--- config.mk ---
export PLATFORM = sky130hd
export DESIGN_NAME = wtr_front
export DESIGN_NICKNAME = d
export VERILOG_FILES = /design/src/design/wtr_pkg.sv /design/src/design/wtr_front.sv
export SDC_FILE = /design/constraint.sdc
export NUM_CORES = 1
export LEC_CHECK = 0
export ABC_AREA = 1
export BUFFER_PORTS_ARGS = -buffer_cell sky130_fd_sc_hd__buf_2
export CAP_MARGIN = 40
export CORE_MARGIN = 5
export CORE_UTILIZATION = 45
export DETAILED_ROUTE_END_ITERATION = 7
export PLACE_DENSITY = 0.73
export RECOVER_POWER = 50
export SLEW_MARGIN = 20
export SYNTH_ARGS = -nofsm -noshare
export SYNTH_HDL_FRONTEND = slang
export SYNTH_SLANG_ARGS = --single-unit
--- constraint.sdc ---
create_clock -name clk -period 7.6 [get_ports clk]
set_input_delay 1.52 -clock clk [delete_from_list [all_inputs] [get_ports clk]]
set_output_delay 1.52 -clock clk [all_outputs]
set_load 0.01 [all_outputs]
--- src/design/wtr_pkg.sv ---
// ----------------------------------------------------------------------------
// wtr_pkg: shared definitions for the wavelength to RGB color mapper
// Widths, segment constants, divider reciprocals, the gamma table and the
// work item that the front end hands to the back end.
// ----------------------------------------------------------------------------
`default_nettype none

package wtr_pkg;

  // Gamma table geometry.
  localparam int GAMMA_INDEX_BITS = 10;
  localparam int GAMMA_SIZE       = (1 << GAMMA_INDEX_BITS) + 1;
  localparam int GAMMA_AW         = GAMMA_INDEX_BITS + 1;

  // Field widths.
  localparam int WL_W    = 16;  // wavelength, 6 fraction bits
  localparam int LEVEL_W = 8;   // channel level
  localparam int FRAC_W  = 17;  // Q16 fraction including 1.0
  localparam int DIST_W  = 13;  // offset into a segment, up to 6720
  localparam int ATT_W   = 17;  // attenuation numerator, up to 67193
  localparam int REV_W   = 12;  // remaining violet span, up to 3840
  localparam int NUM_W   = 28;  // dividend of the channel fraction
  localparam int RECIP_W = 32;
  localparam int PROD_W  = NUM_W + RECIP_W;
  localparam int SHIFT_W = 6;

  localparam logic [FRAC_W-1:0] ONE_Q16 = FRAC_W'(65536);

  // Segment knees in 1/64 nm.
  localparam logic [WL_W-1:0] NM_380 = WL_W'(380 * 64);
  localparam logic [WL_W-1:0] NM_440 = WL_W'(440 * 64);
  localparam logic [WL_W-1:0] NM_490 = WL_W'(490 * 64);
  localparam logic [WL_W-1:0] NM_510 = WL_W'(510 * 64);
  localparam logic [WL_W-1:0] NM_580 = WL_W'(580 * 64);
  localparam logic [WL_W-1:0] NM_645 = WL_W'(645 * 64);
  localparam logic [WL_W-1:0] NM_750 = WL_W'(750 * 64);

  localparam logic [DIST_W-1:0] VIO_SPAN     = DIST_W'(3840);
  localparam logic [ATT_W-1:0]  ATT_BASE_VIO = ATT_W'(3 * 3840);
  localparam logic [ATT_W-1:0]  ATT_BASE_RED = ATT_W'(3 * 6720);

  // Each fraction round(num * 65536 / den) is rewritten as
  // floor((num << SH + BIAS) / DEN) with the power of two taken out of den.
  localparam int SH_VIO_B    = 7;
  localparam int SH_GRN_RISE = 9;
  localparam int SH_BLU_FALL = 8;
  localparam int SH_RED_RISE = 9;
  localparam int SH_GRN_FALL = 10;
  localparam int SH_DEEP_RED = 9;

  localparam logic [NUM_W-1:0] BIAS_VIO_R    = NUM_W'(1125);
  localparam logic [NUM_W-1:0] BIAS_VIO_B    = NUM_W'(37);
  localparam logic [NUM_W-1:0] BIAS_GRN_RISE = NUM_W'(12);
  localparam logic [NUM_W-1:0] BIAS_BLU_FALL = NUM_W'(2);
  localparam logic [NUM_W-1:0] BIAS_RED_RISE = NUM_W'(17);
  localparam logic [NUM_W-1:0] BIAS_GRN_FALL = NUM_W'(32);
  localparam logic [NUM_W-1:0] BIAS_DEEP_RED = NUM_W'(262);

  localparam int DEN_VIO_B    = 75;
  localparam int DEN_VIO_R    = 2250;
  localparam int DEN_GRN_RISE = 25;
  localparam int DEN_BLU_FALL = 5;
  localparam int DEN_RED_RISE = 35;
  localparam int DEN_GRN_FALL = 65;
  localparam int DEN_DEEP_RED = 525;

  // Reciprocals ceil(2^s / den) with s = 31 + clog2(den). The error term is
  // below den, so the quotient is exact for any dividend below 2^31.
  localparam int SHIFT_VIO_B    = 31 + $clog2(DEN_VIO_B);
  localparam int SHIFT_VIO_R    = 31 + $clog2(DEN_VIO_R);
  localparam int SHIFT_GRN_RISE = 31 + $clog2(DEN_GRN_RISE);
  localparam int SHIFT_BLU_FALL = 31 + $clog2(DEN_BLU_FALL);
  localparam int SHIFT_RED_RISE = 31 + $clog2(DEN_RED_RISE);
  localparam int SHIFT_GRN_FALL = 31 + $clog2(DEN_GRN_FALL);
  localparam int SHIFT_DEEP_RED = 31 + $clog2(DEN_DEEP_RED);

  localparam logic [RECIP_W-1:0] RECIP_VIO_B =
      RECIP_W'(((64'd1 << SHIFT_VIO_B) / DEN_VIO_B) + 64'd1);
  localparam logic [RECIP_W-1:0] RECIP_VIO_R =
      RECIP_W'(((64'd1 << SHIFT_VIO_R) / DEN_VIO_R) + 64'd1);
  localparam logic [RECIP_W-1:0] RECIP_GRN_RISE =
      RECIP_W'(((64'd1 << SHIFT_GRN_RISE) / DEN_GRN_RISE) + 64'd1);
  localparam logic [RECIP_W-1:0] RECIP_BLU_FALL =
      RECIP_W'(((64'd1 << SHIFT_BLU_FALL) / DEN_BLU_FALL) + 64'd1);
  localparam logic [RECIP_W-1:0] RECIP_RED_RISE =
      RECIP_W'(((64'd1 << SHIFT_RED_RISE) / DEN_RED_RISE) + 64'd1);
  localparam logic [RECIP_W-1:0] RECIP_GRN_FALL =
      RECIP_W'(((64'd1 << SHIFT_GRN_FALL) / DEN_GRN_FALL) + 64'd1);
  localparam logic [RECIP_W-1:0] RECIP_DEEP_RED =
      RECIP_W'(((64'd1 << SHIFT_DEEP_RED) / DEN_DEEP_RED) + 64'd1);

  // Work queue geometry.
  localparam int QUEUE_DEPTH = 4;
  localparam int QUEUE_AW    = $clog2(QUEUE_DEPTH);
  localparam int QUEUE_CW    = $clog2(QUEUE_DEPTH + 1);

  typedef enum logic [1:0] {
    CH_ZERO,
    CH_FULL,
    CH_CALC
  } ch_kind_t;

  typedef enum logic [2:0] {
    DIV_VIO_B,
    DIV_VIO_R,
    DIV_GRN_RISE,
    DIV_BLU_FALL,
    DIV_RED_RISE,
    DIV_GRN_FALL,
    DIV_DEEP_RED
  } div_sel_t;

  typedef struct packed {
    ch_kind_t         kind;
    div_sel_t         div;
    logic [NUM_W-1:0] num;
  } chan_op_t;

  typedef struct packed {
    logic     vis;
    chan_op_t red;
    chan_op_t green;
    chan_op_t blue;
  } work_t;

  // True when round(255 * (k / 2^B)^0.8) reaches the given level, compared
  // exactly as (2L-1)^5 * 2^(4B) <= 510^5 * k^4.
  function automatic logic gamma_reaches(input int level, input int k);
    logic [127:0] lhs;
    logic [127:0] rhs;
    logic [127:0] m;
    lhs = 128'd1;
    rhs = 128'd1;
    m   = 128'(2 * level - 1);
    for (int i = 0; i < 5; i++) begin
      lhs = lhs * m;
      rhs = rhs * 128'd510;
    end
    lhs = lhs << (4 * GAMMA_INDEX_BITS);
    for (int i = 0; i < 4; i++) begin
      rhs = rhs * 128'(k);
    end
    return lhs <= rhs;
  endfunction

  function automatic logic [GAMMA_SIZE*LEVEL_W-1:0] build_gamma();
    logic [GAMMA_SIZE*LEVEL_W-1:0] tab;
    int level;
    tab   = '0;
    level = 0;
    for (int k = 0; k < GAMMA_SIZE; k++) begin
      while (level < 255 && gamma_reaches(level + 1, k)) begin
        level++;
      end
      tab[LEVEL_W*k +: LEVEL_W] = LEVEL_W'(level);
    end
    return tab;
  endfunction

  localparam logic [GAMMA_SIZE*LEVEL_W-1:0] GAMMA_TABLE = build_gamma();

endpackage

`default_nettype wire

--- src/design/wtr_front.sv ---
// ----------------------------------------------------------------------------
// wtr_front: wavelength classifier
// Finds the spectral segment of each wavelength and builds, per channel, the
// dividend and divisor selection of its intensity fraction.
// ----------------------------------------------------------------------------
`default_nettype none

module wtr_front (
  input  logic                     clk,
  input  logic                     rst,
  input  logic                     in_valid,
  output logic                     in_ready,
  input  logic [wtr_pkg::WL_W-1:0] wavelength_fx,
  output logic                     out_valid,
  input  logic                     out_ready,
  output wtr_pkg::work_t           out_work
);

  typedef enum logic [2:0] {
    SEG_OFF,
    SEG_VIOLET,
    SEG_BLUE,
    SEG_CYAN,
    SEG_GREEN,
    SEG_YELLOW,
    SEG_RED
  } seg_t;

  seg_t                        seg_next;
  logic [wtr_pkg::DIST_W-1:0]  dist_next;
  logic [wtr_pkg::ATT_W-1:0]   att_next;
  logic [wtr_pkg::REV_W-1:0]   rev_next;

  logic                        a_valid;
  seg_t                        a_seg;
  logic [wtr_pkg::DIST_W-1:0]  a_dist;
  logic [wtr_pkg::ATT_W-1:0]   a_att;
  logic [wtr_pkg::REV_W-1:0]   a_rev;

  logic                        b_valid;
  logic                        b_ready;
  wtr_pkg::work_t              b_work;
  wtr_pkg::work_t              b_work_next;

  function automatic wtr_pkg::chan_op_t make_op(input wtr_pkg::ch_kind_t kind,
                                                input wtr_pkg::div_sel_t div,
                                                input logic [wtr_pkg::NUM_W-1:0] num);
    wtr_pkg::chan_op_t op;
    op.kind = kind;
    op.div  = div;
    op.num  = num;
    return op;
  endfunction

  // A wavelength exactly on a knee belongs to the lower segment.
  always_comb begin
    if (wavelength_fx < wtr_pkg::NM_380 || wavelength_fx > wtr_pkg::NM_750) begin
      seg_next = SEG_OFF;
    end else if (wavelength_fx <= wtr_pkg::NM_440) begin
      seg_next = SEG_VIOLET;
    end else if (wavelength_fx <= wtr_pkg::NM_490) begin
      seg_next = SEG_BLUE;
    end else if (wavelength_fx <= wtr_pkg::NM_510) begin
      seg_next = SEG_CYAN;
    end else if (wavelength_fx <= wtr_pkg::NM_580) begin
      seg_next = SEG_GREEN;
    end else if (wavelength_fx <= wtr_pkg::NM_645) begin
      seg_next = SEG_YELLOW;
    end else begin
      seg_next = SEG_RED;
    end
  end

  always_comb begin
    case (seg_next)
      SEG_VIOLET: dist_next = wtr_pkg::DIST_W'(wavelength_fx - wtr_pkg::NM_380);
      SEG_BLUE:   dist_next = wtr_pkg::DIST_W'(wavelength_fx - wtr_pkg::NM_440);
      SEG_CYAN:   dist_next = wtr_pkg::DIST_W'(wtr_pkg::NM_510 - wavelength_fx);
      SEG_GREEN:  dist_next = wtr_pkg::DIST_W'(wavelength_fx - wtr_pkg::NM_510);
      SEG_YELLOW: dist_next = wtr_pkg::DIST_W'(wtr_pkg::NM_645 - wavelength_fx);
      SEG_RED:    dist_next = wtr_pkg::DIST_W'(wtr_pkg::NM_750 - wavelength_fx);
      default:    dist_next = '0;
    endcase
  end

  // Attenuation numerator 3*span + 7*d for both ends of the band.
  always_comb begin
    att_next = wtr_pkg::ATT_W'({dist_next, 3'b000}) - wtr_pkg::ATT_W'(dist_next)
             + ((seg_next == SEG_VIOLET) ? wtr_pkg::ATT_BASE_VIO : wtr_pkg::ATT_BASE_RED);
    rev_next = wtr_pkg::REV_W'(wtr_pkg::VIO_SPAN - dist_next);
  end

  always_comb begin
    b_work_next.vis   = (a_seg != SEG_OFF);
    b_work_next.red   = make_op(wtr_pkg::CH_ZERO, wtr_pkg::DIV_VIO_B, '0);
    b_work_next.green = make_op(wtr_pkg::CH_ZERO, wtr_pkg::DIV_VIO_B, '0);
    b_work_next.blue  = make_op(wtr_pkg::CH_ZERO, wtr_pkg::DIV_VIO_B, '0);
    case (a_seg)
      SEG_VIOLET: begin
        b_work_next.red = make_op(wtr_pkg::CH_CALC, wtr_pkg::DIV_VIO_R,
            wtr_pkg::NUM_W'(a_rev) * wtr_pkg::NUM_W'(a_att) + wtr_pkg::BIAS_VIO_R);
        b_work_next.blue = make_op(wtr_pkg::CH_CALC, wtr_pkg::DIV_VIO_B,
            (wtr_pkg::NUM_W'(a_att) << wtr_pkg::SH_VIO_B) + wtr_pkg::BIAS_VIO_B);
      end
      SEG_BLUE: begin
        b_work_next.green = make_op(wtr_pkg::CH_CALC, wtr_pkg::DIV_GRN_RISE,
            (wtr_pkg::NUM_W'(a_dist) << wtr_pkg::SH_GRN_RISE) + wtr_pkg::BIAS_GRN_RISE);
        b_work_next.blue = make_op(wtr_pkg::CH_FULL, wtr_pkg::DIV_VIO_B, '0);
      end
      SEG_CYAN: begin
        b_work_next.green = make_op(wtr_pkg::CH_FULL, wtr_pkg::DIV_VIO_B, '0);
        b_work_next.blue = make_op(wtr_pkg::CH_CALC, wtr_pkg::DIV_BLU_FALL,
            (wtr_pkg::NUM_W'(a_dist) << wtr_pkg::SH_BLU_FALL) + wtr_pkg::BIAS_BLU_FALL);
      end
      SEG_GREEN: begin
        b_work_next.red = make_op(wtr_pkg::CH_CALC, wtr_pkg::DIV_RED_RISE,
            (wtr_pkg::NUM_W'(a_dist) << wtr_pkg::SH_RED_RISE) + wtr_pkg::BIAS_RED_RISE);
        b_work_next.green = make_op(wtr_pkg::CH_FULL, wtr_pkg::DIV_VIO_B, '0);
      end
      SEG_YELLOW: begin
        b_work_next.red = make_op(wtr_pkg::CH_FULL, wtr_pkg::DIV_VIO_B, '0);
        b_work_next.green = make_op(wtr_pkg::CH_CALC, wtr_pkg::DIV_GRN_FALL,
            (wtr_pkg::NUM_W'(a_dist) << wtr_pkg::SH_GRN_FALL) + wtr_pkg::BIAS_GRN_FALL);
      end
      SEG_RED: begin
        b_work_next.red = make_op(wtr_pkg::CH_CALC, wtr_pkg::DIV_DEEP_RED,
            (wtr_pkg::NUM_W'(a_att) << wtr_pkg::SH_DEEP_RED) + wtr_pkg::BIAS_DEEP_RED);
      end
      default: begin
        b_work_next.vis = 1'b0;
      end
    endcase
  end

  assign b_ready   = !b_valid || out_ready;
  assign in_ready  = !a_valid || b_ready;
  assign out_valid = b_valid;
  assign out_work  = b_work;

  always_ff @(posedge clk) begin
    if (rst) begin
      a_valid <= 1'b0;
      b_valid <= 1'b0;
    end else begin
      if (in_ready) begin
        a_valid <= in_valid;
      end
      if (b_ready) begin
        b_valid <= a_valid;
      end
    end
  end

  always_ff @(posedge clk) begin
    if (in_valid && in_ready) begin
      a_seg  <= seg_next;
      a_dist <= dist_next;
      a_att  <= att_next;
      a_rev  <= rev_next;
    end
    if (a_valid && b_ready) begin
      b_work <= b_work_next;
    end
  end

endmodule

`default_nettype wire

======== Word-level counts from Yosys, hierarchy flattened ========
Index checks and enable logic that the tools add are counted.
storage, ports and cells
  bits in registers ....................... 147
  output and inout bits ................... 102
  logic and storage cells ................. 73
cells by class
  muxes and demuxes ....................... 11
  order comparisons ....................... 7
  equality and inequality tests ........... 12
  reduce and logical (&&, ||, !) cells .... 10
  $mul .................................... 1
  add/sub/neg operators ................... 16
operators with widths
  operator                                                                            count
  33-bit case mux with 3 select lines                                                 2
  33-bit case mux with 4 select lines                                                 1
  13-bit case mux with 6 select lines                                                 1
  16-bit by 15-bit less-or-equal comparator with 1-bit output, second input constant  3
  16-bit less-or-equal comparator, second input constant                              2
  28-bit by 11-bit adder with 28-bit output, second input constant                    1
  12-bit by 17-bit multiplier with 28-bit output                                      1
  26-bit by 9-bit adder with 27-bit output, second input constant                     1
  13-bit subtractor, first input constant                                             2
  13-bit subtractor, second input constant                                            2
  24-bit by 6-bit adder with 25-bit output, second input constant                     1
  23-bit by 6-bit adder with 24-bit output, second input constant                     1
  22-bit by 4-bit adder with 23-bit output, second input constant                     1
  22-bit by 5-bit adder with 23-bit output, second input constant                     1
  21-bit by 2-bit adder with 22-bit output, second input constant                     1
  3-bit == test, second input constant                                                6
  17-bit by 15-bit adder with 17-bit output                                           1
  16-bit by 13-bit subtractor with 17-bit output                                      1
  16-bit > comparator, second input constant                                          1
  16-bit by 15-bit < comparator with 1-bit output, second input constant              1
  15-bit 2-to-1 mux                                                                   1
  13-bit by 12-bit subtractor with 13-bit output, second input constant               1
  9-bit by 13-bit subtractor with 13-bit output, first input constant                 1
  3-bit by 2-bit == test with 1-bit output, second input constant                     4
  10 further kinds                                                                    19

======== Depth between registers and ports, before layout ========
Gate-level depths: netlist of the first run.
  depth after elaboration ................. 11
  mapped depth ............................ 31

======== Least setup slack after synthesis of the first run ========
OpenSTA, ideal clock, no wires.
  kind .................................... reg-to-reg
  start ................................... register a_att[2] in the netlist's numbering
  end ..................................... register b_work, in the netlist out_work[90] (data pin)
  setup time .............................. 0.265 ns
  data arrival time ....................... 5.606 ns
  data required time ...................... 7.335 ns
  clock period less this slack ............ 5.871 ns
  stages on the path, launching flop included .. 28
  path slack .............................. 1.729 ns
  path buffers ............................ 2
  path through ............................ edfxtp_1 -> clkbuf_1 -> clkbuf_1 -> nand2_1 -> fa_1 -> inv_1 -> fa_1 -> fa_1 -> inv_1 -> fa_1 -> fa_1 -> inv_1 -> ha_1 -> nand3_1 -> nand2_1 -> nand2_1 -> o21ai_0 -> a21oi_1 -> o21ai_0 -> nand2_1 -> nand2_1 -> a21oi_1 -> o21ai_0 -> nand2_1 -> nand2_1 -> nand2_1 -> nand3_1 -> o21ai_0
RTL lines
  item                    line              text
  start, declared         wtr_front.sv:37   logic [wtr_pkg::ATT_W-1:0] a_att;
  start signal, assigned  wtr_front.sv:158  a_att <= att_next;
  end signal, assigned    wtr_front.sv:162  b_work <= b_work_next;
  end, declared           wtr_front.sv:42   wtr_pkg::work_t b_work;

==> flow_metrics.py, run 1 <==
metrics = {
    "final_layout": {
        "nets": 1935,
        "syn2layout_area_growth_pct": 9.68,
        "seqCellArea_mm2": 0.00343,
        "fillers": 2757,
        "layout-drive-gt1-share": 0.112,
        "diodes": 0,
        "final_common_cell": "nand2_1",
        "multi_input_area_mm2": 0.00832,
        "most-common-layout-cells": "371 x nand2_1, 354 x inv_1, 155 x fa_1",
    },
    "worst_setup_path": {
        "cp_max_fo": 17,
        "endpoint": "out_work[90]",
        "crit_chain": "nand2_1 > fa_1 > fa_1 > inv_1 > fa_1 > inv_1 > fa_1 > inv_1 > fa_1 > ha_1 > a21oi_1 > inv_1 > a21oi_1 > o21ai_0 > nand2_1 > nand2_1 > a21oi_1 > o21ai_0 > nand2_1 > nand3_1 > nand3_1 > o21ai_0",
        "crit_arrival_ns": 6.51,
        "critical_path.startpoint": "a_rev[8]",
        "cp-start-kind": "flip-flop",
        "crit_top_cell": "fa_1",
        "r2r-end": "out_work[90]",
        "r2r_slack_ns": 1.25,
        "crit_required_ns": 7.76,
        "crit_path_top_delay_cell": "edfxtp_1",
        "path_depth": 22,
        "crit_buf_inv": 4,
        "rr_startpoint": "a_rev[8]",
        "rr_worst_depth": 22,
        "crit_family": "adder cells",
        "cpPeakStageDelay_ns": 0.90,
        "crit_type": "reg2reg",
        "end_kind": "flip-flop",
    },
    "yosys": {
        "syn_inst": 1585,
        "seq_area_frac_synth": 0.255,
        "synth_seq_cells": 115,
        "synth_area_per_cell_um2": 8.50,
        "synth_edf_count": 113,
        "syn_area_mm2": 0.0135,
        "synth_cell_types": 49,
        "yosysWarnings": 0,
        "synthArstFlopShare": 0,
        "ys.flop_type": "edfxtp_1",
    },
    "timing": {
        "slew_viol_final": 98,
        "finalSetupViolCount": 0,
        "finalHoldViolCount": 0,
        "finalCriticalPeriod_ns": 6.35,
        "finClkSkew_ns": 0.00943,
        "post-route-period-util": 0.836,
        "rsz0062_at_grt": "false",
        "setup-tns-final_ns": 0,
        "tightest_slew_ns": 2.82,
        "slew_headroom": -0.878,
        "max_freq_ghz": 0.157,
    },
    "route": {
        "wl_met1_mm": 14.2,
        "avgViaCountPerCell": 5.26,
        "wire_per_inst_um": 16.8,
        "drt_pass1_iterations": 6,
        "wl_mm": 34.5,
        "wl_met3_mm": 2.75,
        "routed-wl-met2_mm": 16.3,
        "drt_iter0_markers": 902,
        "vias": 10792,
        "route.detailed.drc": 0,
        "ant_nets": 0,
        "top_layer": "met4",
    },
    "global_routing": {
        "grt_usage": 0.207,
        "antenna_found_initial": 0,
        "grt_pass1_vias": 10757,
        "grt_max_degree": 56,
        "grt_pass1_wl_mm": 55.4,
        "gr-total-overflow": 0,
    },
    "clock_network": {
        "insertion_delay_ns": 0.42,
        "post_cts_resized": 0,
        "root_buffer": "clkbuf_16",
        "tritoncts": "built",
        "max-clock-path-buffers": 2,
        "postCtsSetupRepairBufs": 0,
        "hold_buffers": 0,
        "clkSlewWorstSetupHoldPaths_ns": 0.06,
        "cts-buffers-inserted": 17,
        "clock-sinks": 115,
        "h-tree-depth": 4,
    },
    "floorplan": {
        "dieArea_mm2": 0.0335,
        "initial_core_util": 0.456,
        "die_y_um": 183,
        "fp.dieW_um": 183,
        "rows": 63,
        "ioPinCount": 122,
        "core_area_mm2": 0.0296,
    },
    "min_path": {
        "min_path_type": "reg2reg",
    },
    "place": {
        "io_buffers": 102,
        "globalplace.congestion": 0.898,
        "dp_hpwl_mm": 26.9,
    },
    "outcome": {
        "violations": "max-capacitance violations, max-slew violations",
        "status": "complete, but fails checks",
    },
    "flow_run": {
        "maxCapViolations": 2,
    },
}
through the flow:
step | instance area (um2) | instances | worst slack [ns] | utilization | hold slack, ns
after CTS | 14800 | 2052 | 1.23 | 0.501 | 0.542
after detailed placement | 14200 | 2020 | 1.23 | 0.480 | 0.534
after floorplan | 13500 | 1603 | 1.73 | - | 0.445
after global placement | 14200 | 2018 | 1.35 | 0.479 | 0.508
final | 14800 | 2053 | 1.25 | 0.500 | 0.539
after global routing | 14800 | 2053 | 0.850 | 0.500 | 0.571
layer usage:
metal / vias up / track usage
li1: 4992 / -
met2: 521 / 0.337
met4: 0 / 0.0760
met5: - / 0
met3: 92 / 0.0335
met1: 5187 / 0.280
final cells by class:
type	count	share of cell area
Tap cell	390	0.0330
Clock buffer	17	0.0288
Clock inverter	15	0.0121
Timing Repair Buffer	110	0.0382
Multi-Input combinational cell	1042	0.563
Sequential cell	115	0.232
Inverter	364	0.0925
registers in the layout (all words and copies together) (netlist names):
register   cells
a_rev          9
a_valid        1
out_valid      1
a_dist        13
a_seg          3
a_att         16
out_work      72
worst min path at each step:
stage,from,endpoint,slack [ns],cells after the start
after floorplan,a_valid,out_valid,0.44,2
after global placement,out_valid,out_valid,0.51,2
after detailed placement,out_valid,out_valid,0.53,2
after CTS,out_valid,out_valid,0.54,2
after global routing,a_valid,out_valid,0.57,2
final,a_valid,out_valid,0.54,2
cell families after synthesis:
family,count (synthesis),synth area share
AOI/OAI and AO/OA,176,0.0781
and+or+nand+nor,539,0.173
DFF,115,0.255
xor gates and xnor gates,43,0.0280
buffers and inverters,446,0.133
adders and majority gates,265,0.333
other,1,0.000278
tightest hold or removal path, delay by kind of cell (launching register included):
| family | cells | cell delay (ns) |
|---|---|---|
| compound gates | 1 | 0.08 |
| buf+inv | 1 | 0.10 |
| flops | 1 | 0.31 |
cell usage after synthesis (3+ instances only):
master / count / area share
nor2_1: 74 / 0.021
edfxtp_1: 113 / 0.25
nand2_1: 371 / 0.10
a21oi_1: 68 / 0.025
o21ai_0: 45 / 0.017
o221ai_1: 11 / 0.0072
nor3_1: 6 / 0.0022
o22ai_1: 17 / 0.0079
inv_2: 10 / 0.0028
inv_1: 353 / 0.098
nand3_2: 4 / 0.0030
o21a_1: 4 / 0.0022
ha_1: 110 / 0.10
xnor2_1: 11 / 0.0072
nor2_4: 7 / 0.0059
nand3_1: 37 / 0.014
nor2_2: 8 / 0.0037
nand2_4: 6 / 0.0050
nand4_1: 6 / 0.0028
xor2_1: 32 / 0.021
nand2_2: 11 / 0.0051
o32ai_1: 12 / 0.0078
buf_4: 29 / 0.016
clkbuf_1: 48 / 0.013
fa_1: 155 / 0.23
o21bai_1: 3 / 0.0017
buf_1: 3 / 0.00084
Power of run 1 is left out: the tool's default activity adds up to more than one toggle a clock period on the data nets, which glitch-free logic cannot reach.
==> inputs of run 2 (changes only) <==
clock period = 6.18 ns   (was 7.6 ns; I/O delays follow)
==> run 2 against run 1 <==
The run still ends with max-capacitance violations, max-slew violations left. First-iteration DRC count decreased by 6.0%. Count of clock-buffer cells in the layout unchanged. Via count about the same. Fmax increased by 7.0%. Critical path depth unchanged. Die area unchanged. Routed wire length decreased by 0.25%. Final cell count increased by 2.0%. Utilization increased by 0.77 points. Design area increased by 1.5%. Register-to-register slack got worse by 1.0 ns. Critical path type unchanged. Largest cell class unchanged. Highest routed layer is now met5.
==> flow_metrics.py, run 2 (synthesis gave the netlist of run 1 again) <==
metrics = {
    "outcome": {
        "status": "complete, but fails checks",
        "violations": "max-capacitance violations, max-slew violations",
    },
    "worst_setup_path": {
        "cpPeakStageDelay_ns": 0.59,
        "cp-start-kind": "flip-flop",
        "crit_arrival_ns": 6.08,
        "crit_path_top_delay_cell": "edfxtp_1",
        "crit_chain": "nand2_1 > fa_1 > fa_1 > inv_1 > fa_1 > inv_1 > fa_1 > inv_1 > fa_1 > ha_1 > a21oi_1 > inv_1 > a21oi_1 > o21ai_1 > nand2_1 > nand2_1 > a21oi_1 > o21ai_1 > nand2_1 > nand3_1 > nand3_1 > o21ai_0",
        "crit_buf_inv": 4,
        "rr_worst_depth": 22,
        "crit_type": "reg2reg",
        "r2r-end": "out_work[90]",
        "cp_max_fo": 9,
        "rr_startpoint": "a_rev[11]",
        "crit_top_cell": "fa_1",
        "r2r_slack_ns": 0.24,
        "path_depth": 22,
        "crit_family": "adder cells",
        "end_kind": "flip-flop",
        "crit_required_ns": 6.33,
    },
    "timing": {
        "finalCriticalPeriod_ns": 5.94,
        "slew_viol_final": 42,
        "slew_headroom": -0.489,
        "finalSetupViolCount": 0,
        "postLayoutSetupSlackWorst_ns": 0.245,
        "finalHoldViolCount": 0,
        "max_freq_ghz": 0.168,
        "tightest_slew_ns": 2.23,
        "finClkSkew_ns": 0.00864,
        "post-route-period-util": 0.960,
    },
    "clock_network": {
        "root_buffer": "clkbuf_16",
        "clock-sinks": 115,
        "max-clock-path-buffers": 2,
        "cts-buffers-inserted": 17,
        "clkSlewWorstSetupHoldPaths_ns": 0.06,
        "h-tree-depth": 4,
        "tritoncts": "built",
        "hold_buffers": 0,
        "insertion_delay_ns": 0.42,
    },
    "route": {
        "avgViaCountPerCell": 5.15,
        "wl_mm": 34.4,
        "vias": 10798,
        "top_layer": "met5",
        "wl_met3_mm": 2.60,
        "wire_per_inst_um": 16.4,
        "route.detailed.drc": 0,
        "routed-wl-met2_mm": 16.2,
        "ant_nets": 0,
        "drt_pass1_iterations": 8,
        "wl_met1_mm": 14.5,
        "drt_iter0_markers": 848,
    },
    "final_layout": {
        "nets": 1978,
        "largest_reg_flops": 72,
        "layout-drive-gt1-share": 0.101,
        "final_common_cell": "nand2_1",
        "diodes": 0,
        "seqCellArea_mm2": 0.00343,
        "multi_input_area_mm2": 0.00831,
        "most-common-layout-cells": "371 x nand2_1, 353 x inv_1, 155 x fa_1",
        "syn2layout_area_growth_pct": 11.4,
        "fillers": 2749,
    },
    "place": {
        "globalplace.congestion": 0.911,
        "io_buffers": 102,
        "post-place-ws_ns": 0.0947,
        "dp_hpwl_mm": 27.2,
    },
    "min_path": {
        "hold_path_depth": 2,
        "hold_path.startpoint": "a_valid",
        "hold_end": "out_valid",
        "min_path_type": "reg2reg",
    },
    "floorplan": {
        "dieArea_mm2": 0.0335,
        "die_y_um": 183,
        "initial_core_util": 0.456,
        "ioPinCount": 122,
        "core_area_mm2": 0.0296,
        "rows": 63,
        "fp.dieW_um": 183,
    },
    "global_routing": {
        "grt_usage": 0.205,
        "antenna_found_initial": 1,
        "grt_pass1_vias": 10608,
        "gr-total-overflow": 0,
        "grt_max_degree": 50,
        "grt_pass1_wl_mm": 55.1,
    },
    "flow_run": {
        "maxCapViolations": 1,
    },
}
run 2: timing repair:
item,CTS,global route
endpoints found under the hold margin,0,0
resized for setup,0,4
endpoints found under the setup margin,0,8
buffers inserted,0,19
run 2: cell type report:
class / instances / share of cell area
Inverter: 364 / 0.0911
Clock inverter: 14 / 0.00926
Clock buffer: 17 / 0.0284
Timing Repair Buffer: 153 / 0.0561
Sequential cell: 115 / 0.229
Multi-Input combinational cell: 1042 / 0.554
Tap cell: 390 / 0.0325
run 2: worst max path at each step:
stage | from | to
finish | a_rev[11] | out_work[90]
global route | a_att[8] | out_work[83]
CTS | a_rev[5] | out_work[93]
detailed placement | a_rev[5] | out_work[93]
global placement | a_att[1] | out_work[90]
floorplan | a_att[2] | out_work[90]
run 2: tightest hold or removal path: stages (launching register included):
cell and delay, ns:
dfxtp_1 0.31, inv_1 0.07, a21oi_1 0.06
run 2: metrics by stage:
stage / cell area [um2] / setup TNS (ns) / std cells / hold slack [ns] / util
final: 15000 / 0 / 2095 / 0.491 / 0.507
after global routing: 15000 / -0.0128 / 2095 / 0.533 / 0.507
after CTS: 15000 / 0 / 2076 / 0.539 / 0.506
after detailed placement: 14400 / 0 / 2045 / 0.528 / 0.487
after global placement: 14400 / 0 / 2044 / 0.505 / 0.486
after floorplan: 13500 / 0 / 1603 / 0.445 / -
run 2: metal layers:
metal / up-vias / track usage
met1: 5171 / 0.282
li1: 5087 / -
met2: 467 / 0.336
met3: 71 / 0.0329
met4: 2 / 0.0632
met5: - / 0
Power of run 2 is left out for the same reason.
==> inputs of run 3 (changes only) <==
ABC_AREA = unset   (was 1)
PLACE_DENSITY = 0.76   (was 0.73)
clock period = 5 ns   (was 6.18 ns; I/O delays follow)
==> run 3 against run 2 <==
The run ends with max-capacitance violations, max-slew violations, negative setup slack left. Non-clock buffer count increased by 244. Setup slack got worse by 0.74 ns. Count of clock-buffer cells in the layout increased by 1. Critical path depth decreased by 3. Design area increased by 16%. Register-to-register slack got worse by 0.74 ns.
==> flow_metrics.py, run 3 <==
metrics = {
    "clock_network": {
        "insertion_delay_ns": 0.43,
        "tritoncts": "built",
        "hold_buffers": 0,
        "clkSlewWorstSetupHoldPaths_ns": 0.06,
        "clock-sinks": 115,
        "max-clock-path-buffers": 2,
        "root_buffer": "clkbuf_16",
        "h-tree-depth": 4,
        "cts-buffers-inserted": 17,
    },
    "worst_setup_path": {
        "crit_arrival_ns": 5.66,
        "crit_type": "reg2reg",
        "crit_required_ns": 5.16,
        "end_kind": "flip-flop",
        "cp_max_fo": 6,
        "cp-start-kind": "flip-flop",
    },
    "yosys": {
        "synth_area_per_cell_um2": 9.89,
        "seq_area_frac_synth": 0.262,
        "yosysTopAreaCell": "edfxtp_1",
        "synth_commonest_cells": "219 x inv_1, 169 x nand2_1, 155 x fa_1, 113 x edfxtp_1, 110 x ha_1",
        "syn_area_mm2": 0.0131,
        "synth_cell_types": 81,
        "yosysMostFrequentCell": "inv_1",
        "ys.flop_type": "edfxtp_1",
        "syn_inst": 1327,
        "synth_edf_count": 113,
        "synth_area_leaders": "edfxtp_1 26%, fa_1 24%, ha_1 10%, inv_1 6.3%, nand2_1 4.8%",
        "synthArstFlopShare": 0,
        "yosysWarnings": 0,
        "synth_seq_cells": 115,
        "yosysTopAreaCellShare": 0.259,
    },
    "flow_run": {
        "maxCapViolations": 3,
    },
    "outcome": {
        "status": "complete, but fails checks",
        "violations": "max-capacitance violations, max-slew violations, negative setup slack",
    },
    "route": {
        "drt_iter0_markers": 970,
        "route.detailed.drc": 0,
        "vias": 11193,
        "wire_per_inst_um": 18.4,
        "ant_nets": 0,
        "wl_mm": 38.1,
        "avgViaCountPerCell": 5.40,
        "drt_pass1_iterations": 5,
    },
    "timing": {
        "finalSetupViolCount": 17,
        "rsz0062_at_grt": "true",
        "finClkSkew_ns": 0.0109,
        "slew_headroom": -0.242,
        "tightest_slew_ns": 1.86,
        "post-route-period-util": 1.10,
        "finalCriticalPeriod_ns": 5.50,
        "postLayoutSetupSlackWorst_ns": -0.498,
        "max_freq_ghz": 0.182,
        "finalHoldViolCount": 0,
        "slew_viol_final": 75,
        "setup-tns-final_ns": -5.51,
    },
    "final_layout": {
        "most-common-layout-cells": "266 x buf_4, 206 x inv_1, 163 x nand2_1",
        "syn2layout_area_growth_pct": 32.6,
        "diodes": 0,
        "layout-drive-gt1-share": 0.294,
        "final_common_cell": "buf_4",
        "largest_reg_flops": 72,
        "nets": 1959,
        "stdcell_count": 2071,
    },
    "floorplan": {
        "rows": 62,
        "core_area_mm2": 0.0288,
        "fp.dieW_um": 181,
        "die_y_um": 181,
        "ioPinCount": 122,
        "initial_core_util": 0.456,
        "dieArea_mm2": 0.0327,
    },
    "global_routing": {
        "grt_max_degree": 60,
        "use_met3": 0.0396,
        "grt.met2_usage": 0.379,
        "grt_usage": 0.219,
        "busiest_layer": "met2",
        "gr-total-overflow": 0,
        "grt_pass1_wl_mm": 58.1,
        "grt_use_met1": 0.276,
        "grt_pass1_vias": 11407,
        "antenna_found_initial": 0,
    },
    "place": {
        "dp_cells": 1978,
        "globalplace.congestion": 0.932,
        "io_buffers": 102,
        "dp_hpwl_mm": 27.6,
        "post-place-ws_ns": -0.556,
    },
    "min_path": {
        "min_path_type": "reg2reg",
    },
}
## run 3: changes by cell type after synthesis, moves of 13 or more
cell     previous run  this run
nor2_1             74        33
a22o_1              0        27
a21oi_1            68        44
inv_1             353       219
o21ai_0            45        28
xor2_1             32         9
nand3_1            37        16
xnor2_1            11        41
mux2i_1             0        13
nand2_1           371       169
and2_1              0        76
## run 3: metal layers
| layer | vias to the layer above | wire length (um) |
|---|---|---|
| met5 | - | 0 |
| met4 | 0 | 1410 |
| met3 | 118 | 2840 |
| met2 | 546 | 18900 |
| met1 | 5502 | 15000 |
| li1 | 5027 | - |
## run 3: cell families (layout without fill, tap and decap cells)
| group | after synthesis | after routing | share of synthesized area |
|---|---|---|---|
| flops | 115 | 115 | 0.262 |
| fa+ha+maj | 265 | 265 | 0.341 |
| compound gates | 200 | 200 | 0.112 |
| mux | 14 | 14 | 0.0108 |
| simple gates | 375 | 375 | 0.143 |
| buf+inv | 307 | 649 | 0.0973 |
| xor+xnor | 50 | 50 | 0.0334 |
| other cells | 1 | 19 | 0.000286 |
## run 3: worst paths after layout
| kind | slack (ns) | to | cells past startpoint | startpoint |
|---|---|---|---|---|
| setup / recovery | -0.50 | out_work[93] | 19 | a_dist[0] |
| hold / removal | 0.53 | out_valid | 2 | a_valid |
| setup reg to reg | -0.50 | out_work[93] | 19 | a_dist[0] |
| hold reg to reg | 0.53 | out_valid | 2 | a_valid |
## run 3: area by class of cell
cell class                      instances  area (um2)
Multi-Input combinational cell        923        9270
Sequential cell                       115        3430
Inverter                              220         845
Timing Repair Buffer                  397        2760
Tap cell                              384         480
Clock inverter                         14         190
Fill cell                            2195       11400
Clock buffer                           18         429
## run 3: repair_timing
item | in CTS | in global routing
cloned | 1 | 0
buffers inserted | 32 | 30
endpoints found under the setup margin | 16 | 24
pin swaps | 37 | 63
resized for setup | 53 | 86
## run 3: through the flow
stage	util	area, um2	hold slack (ns)
after CTS	0.588	16900	0.526
after floorplan	-	13600	0.478
final	0.605	17400	0.526
after global routing	0.605	17400	0.549
after global placement	0.547	15700	0.500
after detailed placement	0.548	15800	0.522
## run 3: worst max-delay path, stage by stage (launching register included)
cell	delay [ns]
edfxtp_1	0.54
nand2_2	0.11
fa_1	0.51
fa_1	0.55
inv_1	0.06
fa_1	0.54
inv_1	0.07
fa_1	0.57
inv_1	0.09
fa_1	0.50
ha_4	0.32
o21ai_4	0.08
a21oi_2	0.18
o21ai_2	0.08
buf_6	0.14
a211oi_4	0.36
nor3_2	0.09
o31ai_2	0.22
xnor2_1	0.14
nor2_1	0.05
Power of run 3 is left out for the same reason.
